==> config.mk <==
export PLATFORM = sky130hd
export DESIGN_NAME = life_grid_step_led_map_unit
export DESIGN_NICKNAME = d
export VERILOG_FILES = /design/src/hdl/lgs_pkg.sv /design/src/hdl/life_grid_step_led_map_unit.sv /design/src/hdl/lgs_row_rule.sv
export SDC_FILE = /design/constraint.sdc
export NUM_CORES = 1
export LEC_CHECK = 0
export BUFFER_PORTS_ARGS = -buffer_cell sky130_fd_sc_hd__buf_2
export CORE_AREA = 2 2 174 176
export DETAILED_ROUTE_END_ITERATION = 10
export DIE_AREA = 0 0 176 178
export HOLD_SLACK_MARGIN = 0.08
export PLACE_DENSITY_LB_ADDON = 0.15
export SYNTH_ARGS = -nofsm -noshare
export SYNTH_HDL_FRONTEND = slang
export SYNTH_SLANG_ARGS = --single-unit
==> constraint.sdc <==
create_clock -name clk_i -period 4.8 [get_ports clk_i]
set_clock_uncertainty 0.1 [all_clocks]
set_input_delay 0.48 -clock clk_i [delete_from_list [all_inputs] [get_ports clk_i]]
set_output_delay 0.48 -clock clk_i [all_outputs]
set_load 0.01 [all_outputs]
==> src/hdl/lgs_pkg.sv <==
// ----------------------------------------------------------------------------
// lgs_pkg
// operation codes and field widths of the life grid led map unit
// ----------------------------------------------------------------------------
package lgs_pkg;

  localparam int unsigned OP_W       = 2;
  localparam int unsigned COORD_W    = 3;
  localparam int unsigned BRIGHT_W   = 12;
  localparam int unsigned CHAN_W     = 8;
  localparam int unsigned COLOR_W    = 2;
  localparam int unsigned IN_DATA_W  = 24;
  localparam int unsigned OUT_DATA_W = 24;

  localparam int unsigned CHANNELS_PER_CELL = 3;

  typedef enum logic [OP_W-1:0] {
    OP_STEP   = 2'd0,
    OP_TOGGLE = 2'd1,
    OP_INVERT = 2'd2
  } lgs_op_e;

endpackage

==> src/hdl/life_grid_step_led_map_unit.sv <==
// step: row scan over the grid, then a read of the first row, then one led result per
//   cycle while the output is not stalled (GRID_SIZE*GRID_SIZE results); an unchanged
//   step runs an invert pass and one acknowledge; toggle reads and writes one row
// one request at a time; the row memory has a single read port
// reset: row valid flags clear at once so the grid reads all dead, no sweep
// ----------------------------------------------------------------------------
// life_grid_step_led_map_unit
// conway grid held as one row per memory word, with led channel mapping
// ----------------------------------------------------------------------------
module life_grid_step_led_map_unit #(
  parameter int unsigned GRID_SIZE = 8
) (
  input  logic                              clk_i,
  input  logic                              rst_ni,
  // row [2:0], column [5:3], brightness [17:6]
  input  logic [lgs_pkg::IN_DATA_W-1:0]     s_axis_tdata,
  // operation [1:0]
  input  logic [lgs_pkg::OP_W-1:0]          s_axis_tuser,
  input  logic                              s_axis_tvalid,
  output logic                              s_axis_tready,
  // led_channel [7:0], pwm_value [19:8]
  output logic [lgs_pkg::OUT_DATA_W-1:0]    m_axis_tdata,
  // changed [0]
  output logic [0:0]                        m_axis_tuser,
  output logic                              m_axis_tlast,
  output logic                              m_axis_tvalid,
  input  logic                              m_axis_tready,
  input  logic [lgs_pkg::COLOR_W-1:0]       cfg_data_i,
  input  logic                              cfg_valid_i,
  output logic                              cfg_ready_o
);

  localparam int unsigned AW    = (GRID_SIZE > 1) ? $clog2(GRID_SIZE) : 1;
  localparam int unsigned CNT_W = $clog2(GRID_SIZE + 2);

  typedef enum logic [2:0] {
    ST_IDLE,
    ST_GEN,
    ST_EMIT_RD,
    ST_EMIT,
    ST_INV,
    ST_TGL_RD,
    ST_TGL_WR,
    ST_ACK
  } state_e;

  state_e                          state_q;
  logic [CNT_W-1:0]                cnt_q;
  logic [GRID_SIZE-1:0]            above_q;
  logic [GRID_SIZE-1:0]            mid_q;
  logic                            any_q;
  logic [AW-1:0]                   erow_q;
  logic [AW-1:0]                   ecol_q;
  logic [AW-1:0]                   trow_q;
  logic [AW-1:0]                   tcol_q;
  logic [lgs_pkg::BRIGHT_W-1:0]    bright_q;
  logic [lgs_pkg::COLOR_W-1:0]     color_q;

  logic                            out_valid_q;
  logic [lgs_pkg::CHAN_W-1:0]      out_chan_q;
  logic [lgs_pkg::BRIGHT_W-1:0]    out_pwm_q;
  logic                            out_chg_q;
  logic                            out_last_q;

  logic [GRID_SIZE-1:0]            grid_mem [GRID_SIZE];
  logic [GRID_SIZE-1:0]            row_valid_q;
  logic [GRID_SIZE-1:0]            rd_q;

  logic                            mem_re;
  logic [AW-1:0]                   mem_raddr;
  logic                            mem_we;
  logic [AW-1:0]                   mem_waddr;
  logic [GRID_SIZE-1:0]            mem_wdata;

  logic                            in_req;
  logic                            slot;
  logic                            out_load;
  logic                            in_grid;
  logic [CNT_W-1:0]                cnt_m1;
  logic [CNT_W-1:0]                cnt_m2;
  logic [GRID_SIZE-1:0]            below;
  logic [GRID_SIZE-1:0]            gen_row;
  logic                            gen_chg;
  logic [lgs_pkg::CHAN_W-1:0]      cell_idx;
  logic [lgs_pkg::CHAN_W-1:0]      led_chan;
  logic                            emit_row_end;
  logic                            emit_last;

  assign in_req      = s_axis_tvalid && s_axis_tready;
  assign slot        = !out_valid_q || m_axis_tready;
  assign out_load    = slot && ((state_q == ST_EMIT) || (state_q == ST_ACK));
  assign cfg_ready_o = 1'b1;

  assign in_grid = ({1'b0, s_axis_tdata[2:0]} < 4'(GRID_SIZE))
                && ({1'b0, s_axis_tdata[5:3]} < 4'(GRID_SIZE));

  assign cnt_m1 = cnt_q - CNT_W'(1);
  assign cnt_m2 = cnt_q - CNT_W'(2);

  // incoming row is valid while the scan still reads grid rows
  assign below = ((cnt_q >= CNT_W'(1)) && (cnt_q <= CNT_W'(GRID_SIZE))) ? rd_q : '0;

  lgs_row_rule #(
    .GRID_SIZE (GRID_SIZE)
  ) u_row_rule (
    .above_i   (above_q),
    .mid_i     (mid_q),
    .below_i   (below),
    .next_o    (gen_row),
    .changed_o (gen_chg)
  );

  assign cell_idx     = lgs_pkg::CHAN_W'(erow_q) * lgs_pkg::CHAN_W'(GRID_SIZE)
                      + lgs_pkg::CHAN_W'(ecol_q);
  assign led_chan     = cell_idx * lgs_pkg::CHAN_W'(lgs_pkg::CHANNELS_PER_CELL)
                      + lgs_pkg::CHAN_W'(color_q);
  assign emit_row_end = (ecol_q == AW'(GRID_SIZE - 1));
  assign emit_last    = emit_row_end && (erow_q == AW'(GRID_SIZE - 1));

  // memory port control
  always_comb begin
    mem_re    = 1'b0;
    mem_raddr = '0;
    mem_we    = 1'b0;
    mem_waddr = '0;
    mem_wdata = '0;
    case (state_q)
      ST_GEN: begin
        mem_re    = (cnt_q < CNT_W'(GRID_SIZE));
        mem_raddr = cnt_q[AW-1:0];
        mem_we    = (cnt_q >= CNT_W'(2));
        mem_waddr = cnt_m2[AW-1:0];
        mem_wdata = gen_row;
      end
      ST_INV: begin
        mem_re    = (cnt_q < CNT_W'(GRID_SIZE));
        mem_raddr = cnt_q[AW-1:0];
        mem_we    = (cnt_q >= CNT_W'(1));
        mem_waddr = cnt_m1[AW-1:0];
        mem_wdata = ~rd_q;
      end
      ST_EMIT_RD: begin
        mem_re    = 1'b1;
        mem_raddr = erow_q;
      end
      ST_EMIT: begin
        // prefetch the next row while the last column goes out
        mem_re    = slot && emit_row_end && !emit_last;
        mem_raddr = erow_q + AW'(1);
      end
      ST_TGL_RD: begin
        mem_re    = 1'b1;
        mem_raddr = trow_q;
      end
      ST_TGL_WR: begin
        mem_we    = 1'b1;
        mem_waddr = trow_q;
        mem_wdata = rd_q ^ (GRID_SIZE'(1) << tcol_q);
      end
      default: begin
      end
    endcase
  end

  // row memory, unwritten rows read as dead
  always_ff @(posedge clk_i) begin
    if (mem_we) begin
      grid_mem[mem_waddr] <= mem_wdata;
    end
    if (mem_re) begin
      rd_q <= row_valid_q[mem_raddr] ? grid_mem[mem_raddr] : '0;
    end
  end

  always_ff @(posedge clk_i or negedge rst_ni) begin
    if (!rst_ni) begin
      row_valid_q <= '0;
    end else if (mem_we) begin
      row_valid_q[mem_waddr] <= 1'b1;
    end
  end

  always_ff @(posedge clk_i or negedge rst_ni) begin
    if (!rst_ni) begin
      color_q <= '0;
    end else if (cfg_valid_i && cfg_ready_o) begin
      color_q <= cfg_data_i;
    end
  end

  always_ff @(posedge clk_i or negedge rst_ni) begin
    if (!rst_ni) begin
      state_q     <= ST_IDLE;
      cnt_q       <= '0;
      any_q       <= 1'b0;
      erow_q      <= '0;
      ecol_q      <= '0;
      out_valid_q <= 1'b0;
      above_q     <= '0;
      mid_q       <= '0;
      trow_q      <= '0;
      tcol_q      <= '0;
      bright_q    <= '0;
      out_chan_q  <= '0;
      out_pwm_q   <= '0;
      out_chg_q   <= 1'b0;
      out_last_q  <= 1'b0;
    end else begin
      if (out_load) begin
        out_valid_q <= 1'b1;
      end else if (m_axis_tready) begin
        out_valid_q <= 1'b0;
      end
      case (state_q)
        ST_IDLE: begin
          if (in_req) begin
            trow_q   <= s_axis_tdata[AW-1:0];
            tcol_q   <= s_axis_tdata[3+AW-1:3];
            bright_q <= s_axis_tdata[17:6];
            cnt_q    <= '0;
            above_q  <= '0;
            mid_q    <= '0;
            any_q    <= 1'b0;
            case (s_axis_tuser)
              lgs_pkg::OP_STEP:   state_q <= ST_GEN;
              lgs_pkg::OP_TOGGLE: state_q <= in_grid ? ST_TGL_RD : ST_ACK;
              lgs_pkg::OP_INVERT: state_q <= ST_INV;
              default:            state_q <= ST_ACK;
            endcase
          end
        end
        ST_GEN: begin
          if (cnt_q >= CNT_W'(1)) begin
            above_q <= mid_q;
            mid_q   <= below;
          end
          if (cnt_q >= CNT_W'(2)) begin
            any_q <= any_q || gen_chg;
          end
          if (cnt_q == CNT_W'(GRID_SIZE + 1)) begin
            cnt_q  <= '0;
            erow_q <= '0;
            ecol_q <= '0;
            state_q <= (any_q || gen_chg) ? ST_EMIT_RD : ST_INV;
          end else begin
            cnt_q <= cnt_q + CNT_W'(1);
          end
        end
        ST_EMIT_RD: begin
          state_q <= ST_EMIT;
        end
        ST_EMIT: begin
          if (slot) begin
            out_chan_q  <= led_chan;
            out_pwm_q   <= rd_q[ecol_q] ? bright_q : '0;
            out_chg_q   <= 1'b1;
            out_last_q  <= emit_last;
            if (emit_row_end) begin
              ecol_q <= '0;
              if (emit_last) begin
                state_q <= ST_IDLE;
              end else begin
                erow_q <= erow_q + AW'(1);
              end
            end else begin
              ecol_q <= ecol_q + AW'(1);
            end
          end
        end
        ST_INV: begin
          cnt_q <= cnt_q + CNT_W'(1);
          if (cnt_q == CNT_W'(GRID_SIZE)) begin
            state_q <= ST_ACK;
          end
        end
        ST_TGL_RD: begin
          state_q <= ST_TGL_WR;
        end
        ST_TGL_WR: begin
          state_q <= ST_ACK;
        end
        ST_ACK: begin
          if (slot) begin
            out_chan_q  <= '0;
            out_pwm_q   <= '0;
            out_chg_q   <= 1'b0;
            out_last_q  <= 1'b1;
            state_q     <= ST_IDLE;
          end
        end
        default: begin
          state_q <= ST_IDLE;
        end
      endcase
    end
  end

  assign s_axis_tready = (state_q == ST_IDLE);
  assign m_axis_tvalid = out_valid_q;
  assign m_axis_tdata  = {4'b0000, out_pwm_q, out_chan_q};
  assign m_axis_tuser  = out_chg_q;
  assign m_axis_tlast  = out_last_q;

endmodule

==> src/hdl/lgs_row_rule.sv <==
// ----------------------------------------------------------------------------
// lgs_row_rule
// next generation of one grid row from the old rows above, at and below it
// ----------------------------------------------------------------------------
module lgs_row_rule #(
  parameter int unsigned GRID_SIZE = 8
) (
  input  logic [GRID_SIZE-1:0] above_i,
  input  logic [GRID_SIZE-1:0] mid_i,
  input  logic [GRID_SIZE-1:0] below_i,
  output logic [GRID_SIZE-1:0] next_o,
  output logic                 changed_o
);

  logic [GRID_SIZE+1:0] pad_a;
  logic [GRID_SIZE+1:0] pad_m;
  logic [GRID_SIZE+1:0] pad_b;
  logic [3:0]           nbr [GRID_SIZE];

  // dead border on both sides
  assign pad_a = {1'b0, above_i, 1'b0};
  assign pad_m = {1'b0, mid_i, 1'b0};
  assign pad_b = {1'b0, below_i, 1'b0};

  always_comb begin
    for (int c = 0; c < GRID_SIZE; c++) begin
      nbr[c] = 4'(pad_a[c]) + 4'(pad_a[c+1]) + 4'(pad_a[c+2])
             + 4'(pad_m[c]) + 4'(pad_m[c+2])
             + 4'(pad_b[c]) + 4'(pad_b[c+1]) + 4'(pad_b[c+2]);
      next_o[c] = (nbr[c] == 4'd3) || (mid_i[c] && (nbr[c] == 4'd2));
    end
  end

  assign changed_o = (next_o != mid_i);

endmodule

# Word level (Yosys, flattened, before mapping)
# Memory sizes are Yosys's and may differ from the RTL's. A register that Yosys moved wholly into a read port is not among the register bits.
# Cells that the tools add are included.
# Widths: inputs -> output; s select.
totals:
  inputBits: 33
  ram_bits: 64
  word_cells: 230
  memories: 1
  output_inout_bits: 29
  ff_bits: 81
op_classes:
  eq_ne: 40
  order_cmp: 8
  n_shift: 1
  n_reduce_logical: 46
  mul: 1
  n_mux: 57
  n_bitwise: 3
  addsub: 56
mem_list:
  columns: ["memory", "depth", "word_bits", "rd", "rd_ports_with_merged_regs", "write_ports", "line", "source"]
  rows:
  - ["grid_mem", 8, 8, 1, 1, 1, "life_grid_step_led_map_unit.sv:65", "logic [GRID_SIZE-1:0] grid_mem [GRID_SIZE];"]
op_table:
  columns: ["cell", "n"]
  rows:
  - ["$add 4x1->4", 42]
  - ["$eq 4x2->1 const B", 16]
  - ["$mux 8", 6]
  - ["$pmux 8 s2", 3]
  - ["$mux 3", 14]
  - ["$mux 12", 3]
  - ["$pmux 12 s2", 1]
  - ["$pmux 3 s8", 1]
  - ["$pmux 8 s3", 1]
  - ["$eq 3x3->1 const B", 6]
  - ["$ne 2x2->1 const B", 9]
  - ["$pmux 3 s3", 2]
  - ["$logic_and 1x1->1", 15]
  - ["$add 1x1->2", 7]
  - ["$lt 3x4->1 const B", 3]
  - ["$mux 1", 12]
  - ["$pmux 3 s2", 2]
  - ["$pmux 3 s4", 1]
  - ["$pmux 4 s3", 1]
  - ["$reduce_and 3->1", 4]
  - ["$logic_or 1x1->1", 11]
  - ["$add 8x2->8", 1]
  - ["$eq 4x4->1 const B", 2]
  - ["$mul 7x2->8 const B", 1]
  - ["other kinds (34)", 48]

# Logic depth before layout (Yosys ltp)
# Gate-level depths: netlist of run 1.
logic_depth:
  ltp_word: 15
  ltp_mapped: 19

# Modules after synthesis
# Synthesis of run 1 repeated with hierarchy kept, for this count alone.
unflattened:
  hier_cells: 851
  area_unflattened_um2: 9077.5
modules_own_cells:
  columns: ["module", "cells_per_inst", "area_each_um2", "instances"]
  rows:
  - ["life_grid_step_led_map_unit", 676, 7602.3, 1]
  - ["lgs_row_rule", 175, 1475.2, 1]

# Least setup slack after synthesis of run 1
# Ideal clock, no wire load.
synth_path:
  kind: "register to register"
  startpoint: "reg cnt_q[1]"
  endpoint: "reg any_q"
  n_path_buf: 1
  arrival_ps: 4571
  setup_slack_ps: -18
  required_ps: 4553
  setup_ps: 147
  stages_incl_launch_ff: 19
  period_less_slack_ps: 4818
  path_cell_list: "dfrtp_1 inv_1 ha_1 or4b_4 o21a_1 clkbuf_1 nand2_1 xor2_1 ha_1 xnor2_1 ha_1 a31oi_1 fa_1 a222oi_1 o31a_1 nand4_1 or4_4 nor4_4 o31ai_1"
synth_between:
  elab_chain_len: 13
  elab_cells_between_ends: 65
synth_lines:
  columns: ["element", "line", "source"]
  rows:
  - ["from (decl)", "life_grid_step_led_map_unit.sv:48", "logic [CNT_W-1:0] cnt_q;"]
  - ["from (signal assigned)", "life_grid_step_led_map_unit.sv:246", "cnt_q <= cnt_q + CNT_W'(1);"]
  - ["from (signal assigned)", "life_grid_step_led_map_unit.sv:271", "cnt_q <= cnt_q + CNT_W'(1);"]
  - ["$ge 4x1->1 or $le 4x4->1 (tied branches)", "life_grid_step_led_map_unit.sv:101", "assign below = ((cnt_q >= CNT_W'(1)) && (cnt_q <= CNT_W'(GRID_SIZE))) ? rd_q : '0;"]
  - ["$logic_and 1x1->1", "life_grid_step_led_map_unit.sv:101", null]
  - ["$mux 8", "life_grid_step_led_map_unit.sv:101", null]
  - ["$add 4x1->4 (3 in a row)", "lgs_row_rule.sv:29", "+ 4'(pad_b[c]) + 4'(pad_b[c+1]) + 4'(pad_b[c+2]);"]
  - ["$eq 4x2->1", "lgs_row_rule.sv:30", "next_o[c] = (nbr[c] == 4'd3) || (mid_i[c] && (nbr[c] == 4'd2));"]
  - ["$logic_and 1x1->1", "lgs_row_rule.sv:30", null]
  - ["$logic_or 1x1->1", "lgs_row_rule.sv:30", null]
  - ["$ne 8x8->1", "lgs_row_rule.sv:34", "assign changed_o = (next_o != mid_i);"]
  - ["$logic_or 1x1->1", "life_grid_step_led_map_unit.sv:238", "any_q <= any_q || gen_chg;"]
  - ["$mux 1", "life_grid_step_led_map_unit.sv:237", "if (cnt_q >= CNT_W'(2)) begin"]
  - ["$pmux 1 s2", "life_grid_step_led_map_unit.sv:214", "case (state_q)"]
  - ["to (signal assigned)", "life_grid_step_led_map_unit.sv:238", null]
  - ["to (decl)", "life_grid_step_led_map_unit.sv:51", "logic any_q;"]
# Several ways; a longest one is shown, not always the timed one. The select of a mux whose other input is x is not followed.
# A chain may end at the register's enable or synchronous reset.

# Worst setup path after layout of run 1
layout_path:
  startpoint: "reg cnt_q[0]"
  endpoint: "reg state_q[2]"
layout_between:
  elab_chain_len: 14
  elab_cells_between_ends: 68
layout_lines:
  columns: ["element", "line", "source"]
  rows:
  - ["$ge 4x1->1 or $le 4x4->1 (tied branches)", "life_grid_step_led_map_unit.sv:101", null]
  - ["$logic_and 1x1->1", "life_grid_step_led_map_unit.sv:101", null]
  - ["$mux 8", "life_grid_step_led_map_unit.sv:101", null]
  - ["$add 4x1->4 (3 in a row)", "lgs_row_rule.sv:29", null]
  - ["$eq 4x2->1", "lgs_row_rule.sv:30", null]
  - ["$logic_and 1x1->1", "lgs_row_rule.sv:30", null]
  - ["$logic_or 1x1->1", "lgs_row_rule.sv:30", null]
  - ["$ne 8x8->1", "lgs_row_rule.sv:34", null]
  - ["$logic_or 1x1->1", "life_grid_step_led_map_unit.sv:244", "state_q <= (any_q || gen_chg) ? ST_EMIT_RD : ST_INV;"]
  - ["$mux 3", "life_grid_step_led_map_unit.sv:244", null]
  - ["$mux 3", "life_grid_step_led_map_unit.sv:240", "if (cnt_q == CNT_W'(GRID_SIZE + 1)) begin"]
  - ["$pmux 3 s8", "life_grid_step_led_map_unit.sv:214", null]
  - ["to (signal assigned)", "life_grid_step_led_map_unit.sv:226", "lgs_pkg::OP_TOGGLE: state_q <= in_grid ? ST_TGL_RD : ST_ACK;"]
  - ["to (signal assigned)", "life_grid_step_led_map_unit.sv:244", null]
  - ["to (decl)", "life_grid_step_led_map_unit.sv:47", "state_e state_q;"]
# Several ways; a longest one is shown, not always the timed one. The select of a mux whose other input is x is not followed.

==> impl_metrics.csv, run 1 <==
group,metric,value,unit
drt,drt-initial-drc-count,349,
placed_design,numPortBuffers,50,
floorplan,dieArea,31330,um^2
final_layout,mostFrequentLayoutCells,"80 x dfrtp_1, 72 x edfxtp_1, 66 x buf_4",
timing,hold_viol,0,
min_path,hp-class,"primary input to register",
global_route,grt_max_degree,48,
clock_tree,clk_pin_slew,0.07,ns
critical_path,crit-reg2reg-capture,"state_q[2]$_DFFE_PN0P_",
critical_path,r2r_start,"cnt_q[0]$_DFFE_PN0P_",
placed_design,dp_hpwl,16440,um
critical_path,path_class,"register to register",
synth,synth_top_area_cell,"edfxtp_1",
synth,synth-seq-cells,153,
critical_path,reg2reg_slack,0.01,ns
floorplan,core_area,29400,um^2
timing,fmax,0.2089,GHz
critical_path,cpPeakStageDelay,0.58,ns
synth,synth_edf_count,72,
critical_path,critPathArrivalTime,5.06,ns
timing,worst-slew-pin-transition,1.082,ns
critical_path,path_max_fanout,4,
drt,drc,0,
floorplan,io_pins,62,
timing,setup_viol_count_final,0,
synth,yosysWarnings,0,
synth,mappedNetlistArea,8750,um^2
critical_path,cp.required,5.08,ns
clock_tree,cts.path.max_buffers,2,
global_route,antenna_found_initial,0,
drt,firstDrtPassIters,5,
timing,slew_headroom,27.63,%
floorplan,placementRows,63,
clock_tree,cts_sinks,153,
synth,ys_top_cells_by_area,"edfxtp_1 25%, dfrtp_1 23%, ha_1 6.3%, fa_1 6.2%, a22o_1 3.3%",
synth,synth_flop_cell,"dfrtp_1",
global_route,grt.overflow.total,0,
synth,synth.distinct_cells,74,
critical_path,critPathMostFrequentCell,"inv_2",
critical_path,cp-end-kind,"register",
job,cap_violations,0,
drt,ant_nets,0,
critical_path,cp-startpoint,"cnt_q[0]$_DFFE_PN0P_",
final_layout,drive_above_1_share,25.53,%
final_layout,layout_commonest_cell,"dfrtp_1",
final_layout,fin_nets,980,
critical_path,r2r_cells,18,
timing,worst_hold_slack,0.1646,ns
drt,viasPerCell,4.751,
critical_path,crit_path_start_kind,"register",
drt,vias,6076,
synth,syn_area_per_cell,11.38,um^2
floorplan,die_w,176,um
final_layout,n_antenna_cell,0,
synth,synth.yosys.seq_area_share,47.88,%
timing,min_period,4.786,ns
placed_design,gp_congestion,0.8021,
synth,yosysTopAreaCellShare,24.71,%
clock_tree,clock_tree.root_cell,"clkbuf_16",
critical_path,crit_chain,"inv_2 -> ha_4 -> or4b_4 -> o21a_4 -> buf_12 -> buf_6 -> nand2_4 -> fa_1 -> inv_2 -> fa_2 -> inv_2 -> fa_1 -> nor3b_2 -> a22o_1 -> a2111o_1 -> or4_4 -> nor4_4 -> a211o_1",
final_layout,areaGrowthSynthToFinish,20.45,%
synth,synthCells,769,
global_route,grt_pass1_vias,6302,
floorplan,initial_utilization,29.76,%
critical_path,cp_slowest_cell,"fa_1",
clock_tree,numCtsBuffers,17,
run_status,outcome,"finished, final reports clean",
global_route,track_usage,15.19,%
synth,async_flop_share,52.94,%
floorplan,die_height,178,um
clock_tree,htree_levels,4,
clock_tree,clkLatencyLatePin,0.44,ns
timing,drv_slew,0,
global_route,grt_first_pass_wirelength,36450,um
drt,wirelength,22950,um
timing,rsz0062_at_grt,"true",
timing,post-route-period-util,99.71,%
clock_tree,cts_tree,"yes",
drt,wire_per_inst,17.94,um
critical_path,endpoint,"state_q[2]$_DFFE_PN0P_",
-- cells by family after synthesis --
group / after synthesis / synth area share (%)
flip-flops: 153 / 47.88
XOR/XNOR: 14 / 1.401
multiplexers: 48 / 6.078
adder cells (fa/ha/maj): 72 / 12.58
buffers and inverters: 101 / 4.890
AND/OR/NAND/NOR: 201 / 12.58
other: 2 / 0.08583
AO/OA/AOI/OAI: 178 / 14.50
-- registers in the layout, indices dropped and copies added, names as in the netlist, 4 cells and up --
| register | cells |
|---|---|
| bright_q | 12 |
| above_q | 8 |
| cnt_q | 4 |
| out_chan_q | 8 |
| rd_q | 8 |
| row_valid_q | 8 |
| out_pwm_q | 12 |
| mid_q | 8 |
| grid_mem | 64 |
-- critical path, delay by kind of cell, from the launching register on --
| family | cells | cell delay (ns) |
|---|---|---|
| buf+inv | 5 | 0.46 |
| compound gates | 4 | 0.86 |
| fa+ha+maj | 4 | 1.33 |
| simple gates | 5 | 1.54 |
| flops | 1 | 0.42 |
-- per-layer routing --
layer	track usage [%]	routed length, um
met3	2.579	517
met4	3.134	159
met2	24.85	10970
met1	21.26	11300
met5	0	0
-- worst min-delay path by stage --
| stage | start | end | slack (ns) | cells past startpoint |
|---|---|---|---|---|
| global placement | row_valid_q[0]$_DFFE_PN0P_ | row_valid_q[0]$_DFFE_PN0P_ | 0.35 | 1 |
| finish | s_axis_tdata[8] | bright_q[2]$_DFFE_PN0P_ | 0.16 | 2 |
| global route | s_axis_tdata[12] | bright_q[6]$_DFFE_PN0P_ | 0.15 | 2 |
| detailed placement | row_valid_q[0]$_DFFE_PN0P_ | row_valid_q[0]$_DFFE_PN0P_ | 0.35 | 1 |
| floorplan | rst_ni | above_q[0]$_DFFE_PN0P_ | 0.08 | 0 |
| CTS | s_axis_tdata[14] | bright_q[8]$_DFFE_PN0P_ | 0.16 | 2 |
-- area by class of cell --
type / instances / area, um^2
timing repair buffer: 119 / 793.3
tap: 390 / 488.0
clock buffer: 17 / 425.4
clock inverter: 15 / 150.1
fill: 2965 / 18860
inverter: 67 / 251.5
multi-input combinational: 518 / 4240
sequential: 153 / 4190
-- what timing repair did --
action	4_1_cts	5_1_grt
hold buffers	1	0
setup endpoints to repair	3	3
cloned	0	0
resized for setup	3	36
hold endpoints to repair	34	0
buffers inserted	0	5
pin swaps	1	19
-- cells in the mapped netlist, types with 8 or more instances --
cell type  number
dfrtp_1        81
nor3b_1        10
nor4_1          9
mux2i_1        25
clkbuf_1       15
nand2b_1       12
ha_1           44
and3_1          8
and2_1         18
a21oi_1        25
nor2_1         31
fa_1           27
nor2b_1         9
nand2_1        55
a22o_1         33
o21ai_0        41
a211oi_1       19
mux2_2         21
edfxtp_1       72
inv_1          67
nand3_1        11
or2_2          12
xnor2_1         8
buf_2           8
-- metrics by stage --
stage,setup WS (ns),cells,setup TNS (ns),util [%],instance area [um^2]
floorplan,0.008373,772,0,-,8762
global placement,-0.1213,1241,-0.3252,33.33,9799
detailed placement,-0.1683,1241,-0.4614,33.33,9799
CTS,0.02706,1274,0,35.35,10400
global route,-0.1609,1279,-0.4669,35.84,10540
finish,0.01398,1279,0,35.84,10540
Power of run 1 is not shown: default switching activity piles up to over one toggle a cycle in this logic, so the estimate is an artifact.
==> run 2, diff against run 1 <==
--- a/config.mk
+++ b/config.mk
@@ -6,11 +6,12 @@
 export NUM_CORES = 1
 export LEC_CHECK = 0
 export BUFFER_PORTS_ARGS = -buffer_cell sky130_fd_sc_hd__buf_2
-export CORE_AREA = 2 2 174 176
+export CORE_AREA = 2 2 151 153
 export DETAILED_ROUTE_END_ITERATION = 10
-export DIE_AREA = 0 0 176 178
+export DIE_AREA = 0 0 153 155
 export HOLD_SLACK_MARGIN = 0.08
 export PLACE_DENSITY_LB_ADDON = 0.15
+export SETUP_SLACK_MARGIN = 0.02
 export SYNTH_ARGS = -nofsm -noshare
 export SYNTH_HDL_FRONTEND = slang
 export SYNTH_SLANG_ARGS = --single-unit
==> run 2 against run 1 <==
  * Setup slack better by 0.12 ns
  * Highest routed layer unchanged
  * Non-clock buffer count down 7
  * Die area down 24%
==> impl_metrics.csv, run 2 (synthesis results as in run 1) <==
group,metric,value,unit
final_layout,top_regs,"grid_mem (64), bright_q (12), out_pwm_q (12)",
drt,vias,6217,
floorplan,die_height,155,um
critical_path,crit_chain,"ha_2 -> or4b_4 -> o21a_4 -> nand2_4 -> xor2_1 -> ha_1 -> xnor2_1 -> ha_2 -> a31oi_4 -> fa_1 -> buf_4 -> nor3b_2 -> a22o_1 -> a2111o_1 -> or4_4 -> nor4_4 -> buf_4 -> o31ai_2",
final_layout,regArea,4193,um^2
min_path,hp-class,"primary input to register",
global_route,grt.overflow.total,0,
clock_tree,htree_levels,4,
floorplan,core_area,22230,um^2
timing,min_period,4.670,ns
drt,firstDrtPassIters,5,
timing,rsz0062_at_grt,"true",
final_layout,multi_input_area,4322,um^2
global_route,met3_usage,3.008,%
drt,ant_nets,0,
critical_path,path_max_fanout,3,
clock_tree,clock_tree.root_cell,"clkbuf_16",
global_route,grt_util_met1,26.25,%
critical_path,cp_slowest_cell,"or4b_4",
critical_path,critPathBufInv,2,
critical_path,cp.required,4.98,ns
floorplan,die_w,153,um
global_route,met2_usage,29.47,%
timing,hold_viol,0,
critical_path,cp_top_family,"simple AND/OR/NAND/NOR gates",
global_route,busiest_layer,"met2",
placed_design,numPortBuffers,50,
floorplan,placementRows,55,
timing,drv_slew,0,
placed_design,pre_cts_ws,-0.1870,ns
timing,slew_headroom,30.56,%
global_route,grt_first_pass_wirelength,34640,um
timing,worst_hold_slack,0.1854,ns
final_layout,largest_register,"grid_mem",
global_route,grt_pass1_vias,6375,
clock_tree,cts.path.max_buffers,2,
final_layout,layout_commonest_cell,"dfrtp_1",
drt,viasPerCell,5.323,
global_route,track_usage,18.54,%
critical_path,reg2reg_slack,0.13,ns
critical_path,path_class,"register to register",
min_path,hold_path_depth,2,
timing,layout_setup_ws,0.1304,ns
timing,worst-slew-pin-transition,1.042,ns
placed_design,gp_congestion,0.9099,
final_layout,nFillCells,2017,
critical_path,crit_path_start_kind,"register",
critical_path,critPathArrivalTime,4.85,ns
min_path,hold_start,"s_axis_tdata[17]",
run_status,outcome,"finished, final reports clean",
drt,drt-initial-drc-count,490,
placed_design,place_area,9588,um^2
job,cap_violations,0,
final_layout,final_area,10440,um^2
clock_tree,clkLatencyLatePin,0.43,ns
drt,drc,0,
final_layout,drive_above_1_share,26.39,%
floorplan,io_pins,62,
critical_path,cpPeakStageDelay,0.55,ns
critical_path,r2r_start,"cnt_q[0]$_DFFE_PN0P_",
drt,wirelength,21440,um
critical_path,cp-end-kind,"register",
clock_tree,clk_pin_slew,0.07,ns
placed_design,dp_hpwl,15740,um
clock_tree,numCtsBuffers,17,
clock_tree,cts_sinks,153,
final_layout,largest_reg_flops,64,
final_layout,fin_nets,974,
final_layout,mostFrequentLayoutCells,"78 x dfrtp_1, 72 x edfxtp_1, 59 x inv_1",
min_path,worstHoldEndpoint,"bright_q[11]$_DFFE_PN0P_",
timing,fmax,0.2142,GHz
final_layout,post-route-util,46.99,%
critical_path,r2r_cells,18,
final_layout,areaGrowthSynthToFinish,19.36,%
clock_tree,cts_tree,"yes",
global_route,grt_max_degree,59,
global_route,antenna_found_initial,0,
drt,wire_per_inst,18.36,um
timing,setup_viol_count_final,0,
floorplan,initial_utilization,39.36,%
critical_path,crit-reg2reg-capture,"any_q$_DFFE_PN0P_",
final_layout,n_antenna_cell,0,
timing,post-route-period-util,97.28,%
floorplan,dieArea,23720,um^2
run 2: per-stage QoR:
step	TNS, ns	cells
2_1_floorplan	0	772
3_3_place_gp	-0.2941	1125
3_5_place_dp	-0.5396	1125
4_1_cts	0	1159
5_1_grt	-0.002401	1168
6_report	0	1168
run 2: worst max-delay path by stage:
stage	slack, ns	from	cells past startpoint	end
CTS	0.07	cnt_q[0]$_DFFE_PN0P_	18	any_q$_DFFE_PN0P_
finish	0.13	cnt_q[0]$_DFFE_PN0P_	18	any_q$_DFFE_PN0P_
global route	-0.002	cnt_q[0]$_DFFE_PN0P_	18	any_q$_DFFE_PN0P_
global placement	-0.11	cnt_q[1]$_DFFE_PN0P_	18	any_q$_DFFE_PN0P_
detailed placement	-0.19	cnt_q[1]$_DFFE_PN0P_	17	any_q$_DFFE_PN0P_
floorplan	0.04	cnt_q[0]$_DFFE_PN0P_	17	any_q$_DFFE_PN0P_
run 2: final cells by class:
cell class | instances | area share [%]
inverters | 67 | 2.408
multi-input cells | 519 | 41.38
repair buffers | 112 | 7.044
clock buffers | 19 | 4.145
flip-flops and latches | 153 | 40.15
well taps | 285 | 3.414
clock inverters | 13 | 1.462
run 2: per-layer routing:
metal	routed length (um)	up-vias	part of all wire, %
met5	0	-	0
met4	286	0	1.3
met3	634	18	3.0
met2	10230	104	48
met1	10290	3114	48
li1	-	2981	-
run 2: what timing repair did:
action,4_1_cts,5_1_grt
gates resized for setup,4,51
setup buffers,1,8
setup endpoints to repair,3,3
hold buffers,1,0
hold endpoints to repair,19,0
cloned,0,1
pin swaps,1,27
Power of run 2 is left out for the same reason.
==> run 3, diff against run 2 <==
--- a/config.mk
+++ b/config.mk
@@ -9,6 +9,7 @@
 export CORE_AREA = 2 2 151 153
 export DETAILED_ROUTE_END_ITERATION = 10
 export DIE_AREA = 0 0 153 155
+export GPL_TIMING_DRIVEN = 0
 export HOLD_SLACK_MARGIN = 0.08
 export PLACE_DENSITY_LB_ADDON = 0.15
 export SETUP_SLACK_MARGIN = 0.02
==> constraint.sdc (replaced) <==
create_clock -name clk_i -period 6 [get_ports clk_i]
set_clock_uncertainty 0.1 [all_clocks]
set_input_delay 0.6 -clock clk_i [delete_from_list [all_inputs] [get_ports clk_i]]
set_output_delay 0.6 -clock clk_i [all_outputs]
set_load 0.01 [all_outputs]
==> run 3 against run 2 <==
  * Sequential cell count did not move
  * Core utilization is 1.9 points lower
  * Via count about the same
==> impl_metrics.csv, run 3 (synthesis results as in run 1) <==
group,metric,value,unit
placed_design,dp_hpwl,15970,um
drt,ant_nets,0,
timing,setup_tns,0,ns
critical_path,crit_path_start_kind,"register",
drt,drt-initial-drc-count,463,
clock_tree,cts_sinks,153,
drt,drc,0,
global_route,track_usage,18.61,%
timing,setup_viol_count_final,0,
placed_design,gp_congestion,0.9261,
final_layout,n_antenna_cell,0,
critical_path,r2r_cells,18,
critical_path,r2r_start,"cnt_q[1]$_DFFE_PN0P_",
drt,wire_per_inst,18.62,um
timing,rsz0062_at_grt,"false",
timing,fmax,0.1820,GHz
clock_tree,clock_tree.root_cell,"clkbuf_16",
drt,viasPerCell,5.437,
min_path,hold_path_depth,2,
min_path,worstHoldEndpoint,"bright_q[11]$_DFFE_PN0P_",
clock_tree,clk_pin_slew,0.07,ns
timing,worst-slew-pin-transition,1.190,ns
final_layout,drive_above_1_share,17.83,%
run_status,outcome,"finished, final reports clean",
clock_tree,cts.path.max_buffers,2,
final_layout,top_regs,"grid_mem (64), bright_q (12), out_pwm_q (12)",
timing,post-route-period-util,91.55,%
global_route,grt_pass1_vias,6377,
critical_path,reg2reg_slack,0.51,ns
global_route,grt_max_degree,70,
clock_tree,cts_tree,"yes",
floorplan,core_area,22230,um^2
timing,min_period,5.493,ns
timing,slew_headroom,20.39,%
critical_path,path_max_fanout,10,
min_path,hold_start,"s_axis_tdata[17]",
floorplan,die_height,155,um
final_layout,nFillCells,2023,
floorplan,dieArea,23720,um^2
global_route,grt.overflow.total,0,
timing,drv_slew,0,
critical_path,crit-reg2reg-capture,"any_q$_DFFE_PN0P_",
drt,firstDrtPassIters,5,
drt,wirelength,21290,um
min_path,hp-class,"primary input to register",
floorplan,initial_utilization,39.36,%
final_layout,fin_nets,949,
critical_path,cp-end-kind,"register",
final_layout,areaGrowthSynthToFinish,14.53,%
final_layout,largest_reg_flops,64,
floorplan,die_w,153,um
floorplan,placementRows,55,
critical_path,cp.required,6.19,ns
final_layout,mostFrequentLayoutCells,"81 x dfrtp_1, 72 x edfxtp_1, 67 x inv_1",
timing,hold_viol,0,
final_layout,largest_register,"grid_mem",
final_layout,layout_commonest_cell,"dfrtp_1",
clock_tree,clkLatencyLatePin,0.44,ns
critical_path,critPathArrivalTime,5.68,ns
clock_tree,htree_levels,4,
global_route,antenna_found_initial,0,
placed_design,numPortBuffers,50,
drt,vias,6215,
floorplan,io_pins,62,
global_route,grt_first_pass_wirelength,34690,um
clock_tree,numCtsBuffers,17,
job,cap_violations,0,
critical_path,path_class,"register to register",
-- run 3: worst max-delay path by stage --
stage | to | startpoint | slack (ns) | depth (start not counted)
4_1_cts | state_q[1]$_DFFE_PN0P_ | cnt_q[0]$_DFFE_PN0P_ | 0.34 | 17
6_report | any_q$_DFFE_PN0P_ | cnt_q[1]$_DFFE_PN0P_ | 0.51 | 18
2_1_floorplan | any_q$_DFFE_PN0P_ | cnt_q[1]$_DFFE_PN0P_ | 1.18 | 18
5_1_grt | any_q$_DFFE_PN0P_ | cnt_q[1]$_DFFE_PN0P_ | 0.14 | 18
3_5_place_dp | state_q[1]$_DFFE_PN0P_ | cnt_q[0]$_DFFE_PN0P_ | 0.39 | 17
3_3_place_gp | grid_mem[2][4]$_DFFE_PP_ | cnt_q[0]$_DFFE_PN0P_ | 0.19 | 15
-- run 3: layout make-up --
cell class	count	area, um^2	share of cell area [%]
Tap cell	285	356.6	3.558
Clock buffer	17	425.4	4.245
Buffer	34	177.7	1.773
Timing Repair Buffer	54	302.8	3.022
Sequential cell	153	4189	41.80
Inverter	67	251.5	2.510
Multi-Input combinational cell	518	4167	41.58
Clock inverter	15	151.4	1.511
-- run 3: worst max-delay path: stages (launching register included) --
cell and delay (ns):
dfrtp_1 0.52, inv_1 0.11, ha_1 0.24, or4b_4 0.53, o21a_1 0.16, clkbuf_2 0.21
nand2_1 0.24, xor2_1 0.20, ha_1 0.29, xnor2_1 0.14, ha_1 0.20, a31oi_1 0.19
fa_1 0.51, a222oi_1 0.36, o31a_1 0.19, nand4_1 0.09, or4_4 0.56, nor4_4 0.41
o31ai_1 0.11
-- run 3: stage by stage --
step | area (um^2) | setup slack, ns | utilization (%) | std cells | hold WS, ns
after floorplan | 8761 | 1.182 | - | 772 | 0.2044
after global placement | 9368 | 0.1862 | 42.14 | 1107 | 0.3542
after detailed placement | 9425 | 0.3876 | 42.40 | 1110 | 0.3496
after CTS | 10010 | 0.3399 | 45.04 | 1143 | 0.2801
after global routing | 10020 | 0.1439 | 45.08 | 1143 | 0.2932
final | 10020 | 0.5068 | 45.08 | 1143 | 0.2940
-- run 3: repair_timing --
item                                    in CTS  in global routing
endpoints found under the setup margin       0                  3
resized for setup                            0                  2
hold buffers                                 1                  0
hold endpoints to repair                    12                  0
buffers inserted                             0                  0
-- run 3: routing by layer --
metal  part of all wire, %  vias to the layer above  wire length, um  track usage (%)
met5                     0                        -                0                0
met4                   1.9                        0              415            5.688
li1                      -                     2938                -                -
met2                    47                      151            10020            30.15
met1                    47                     3099            10040            26.16
met3                   3.8                       27              811            2.563
Power of run 3 is left out for the same reason.
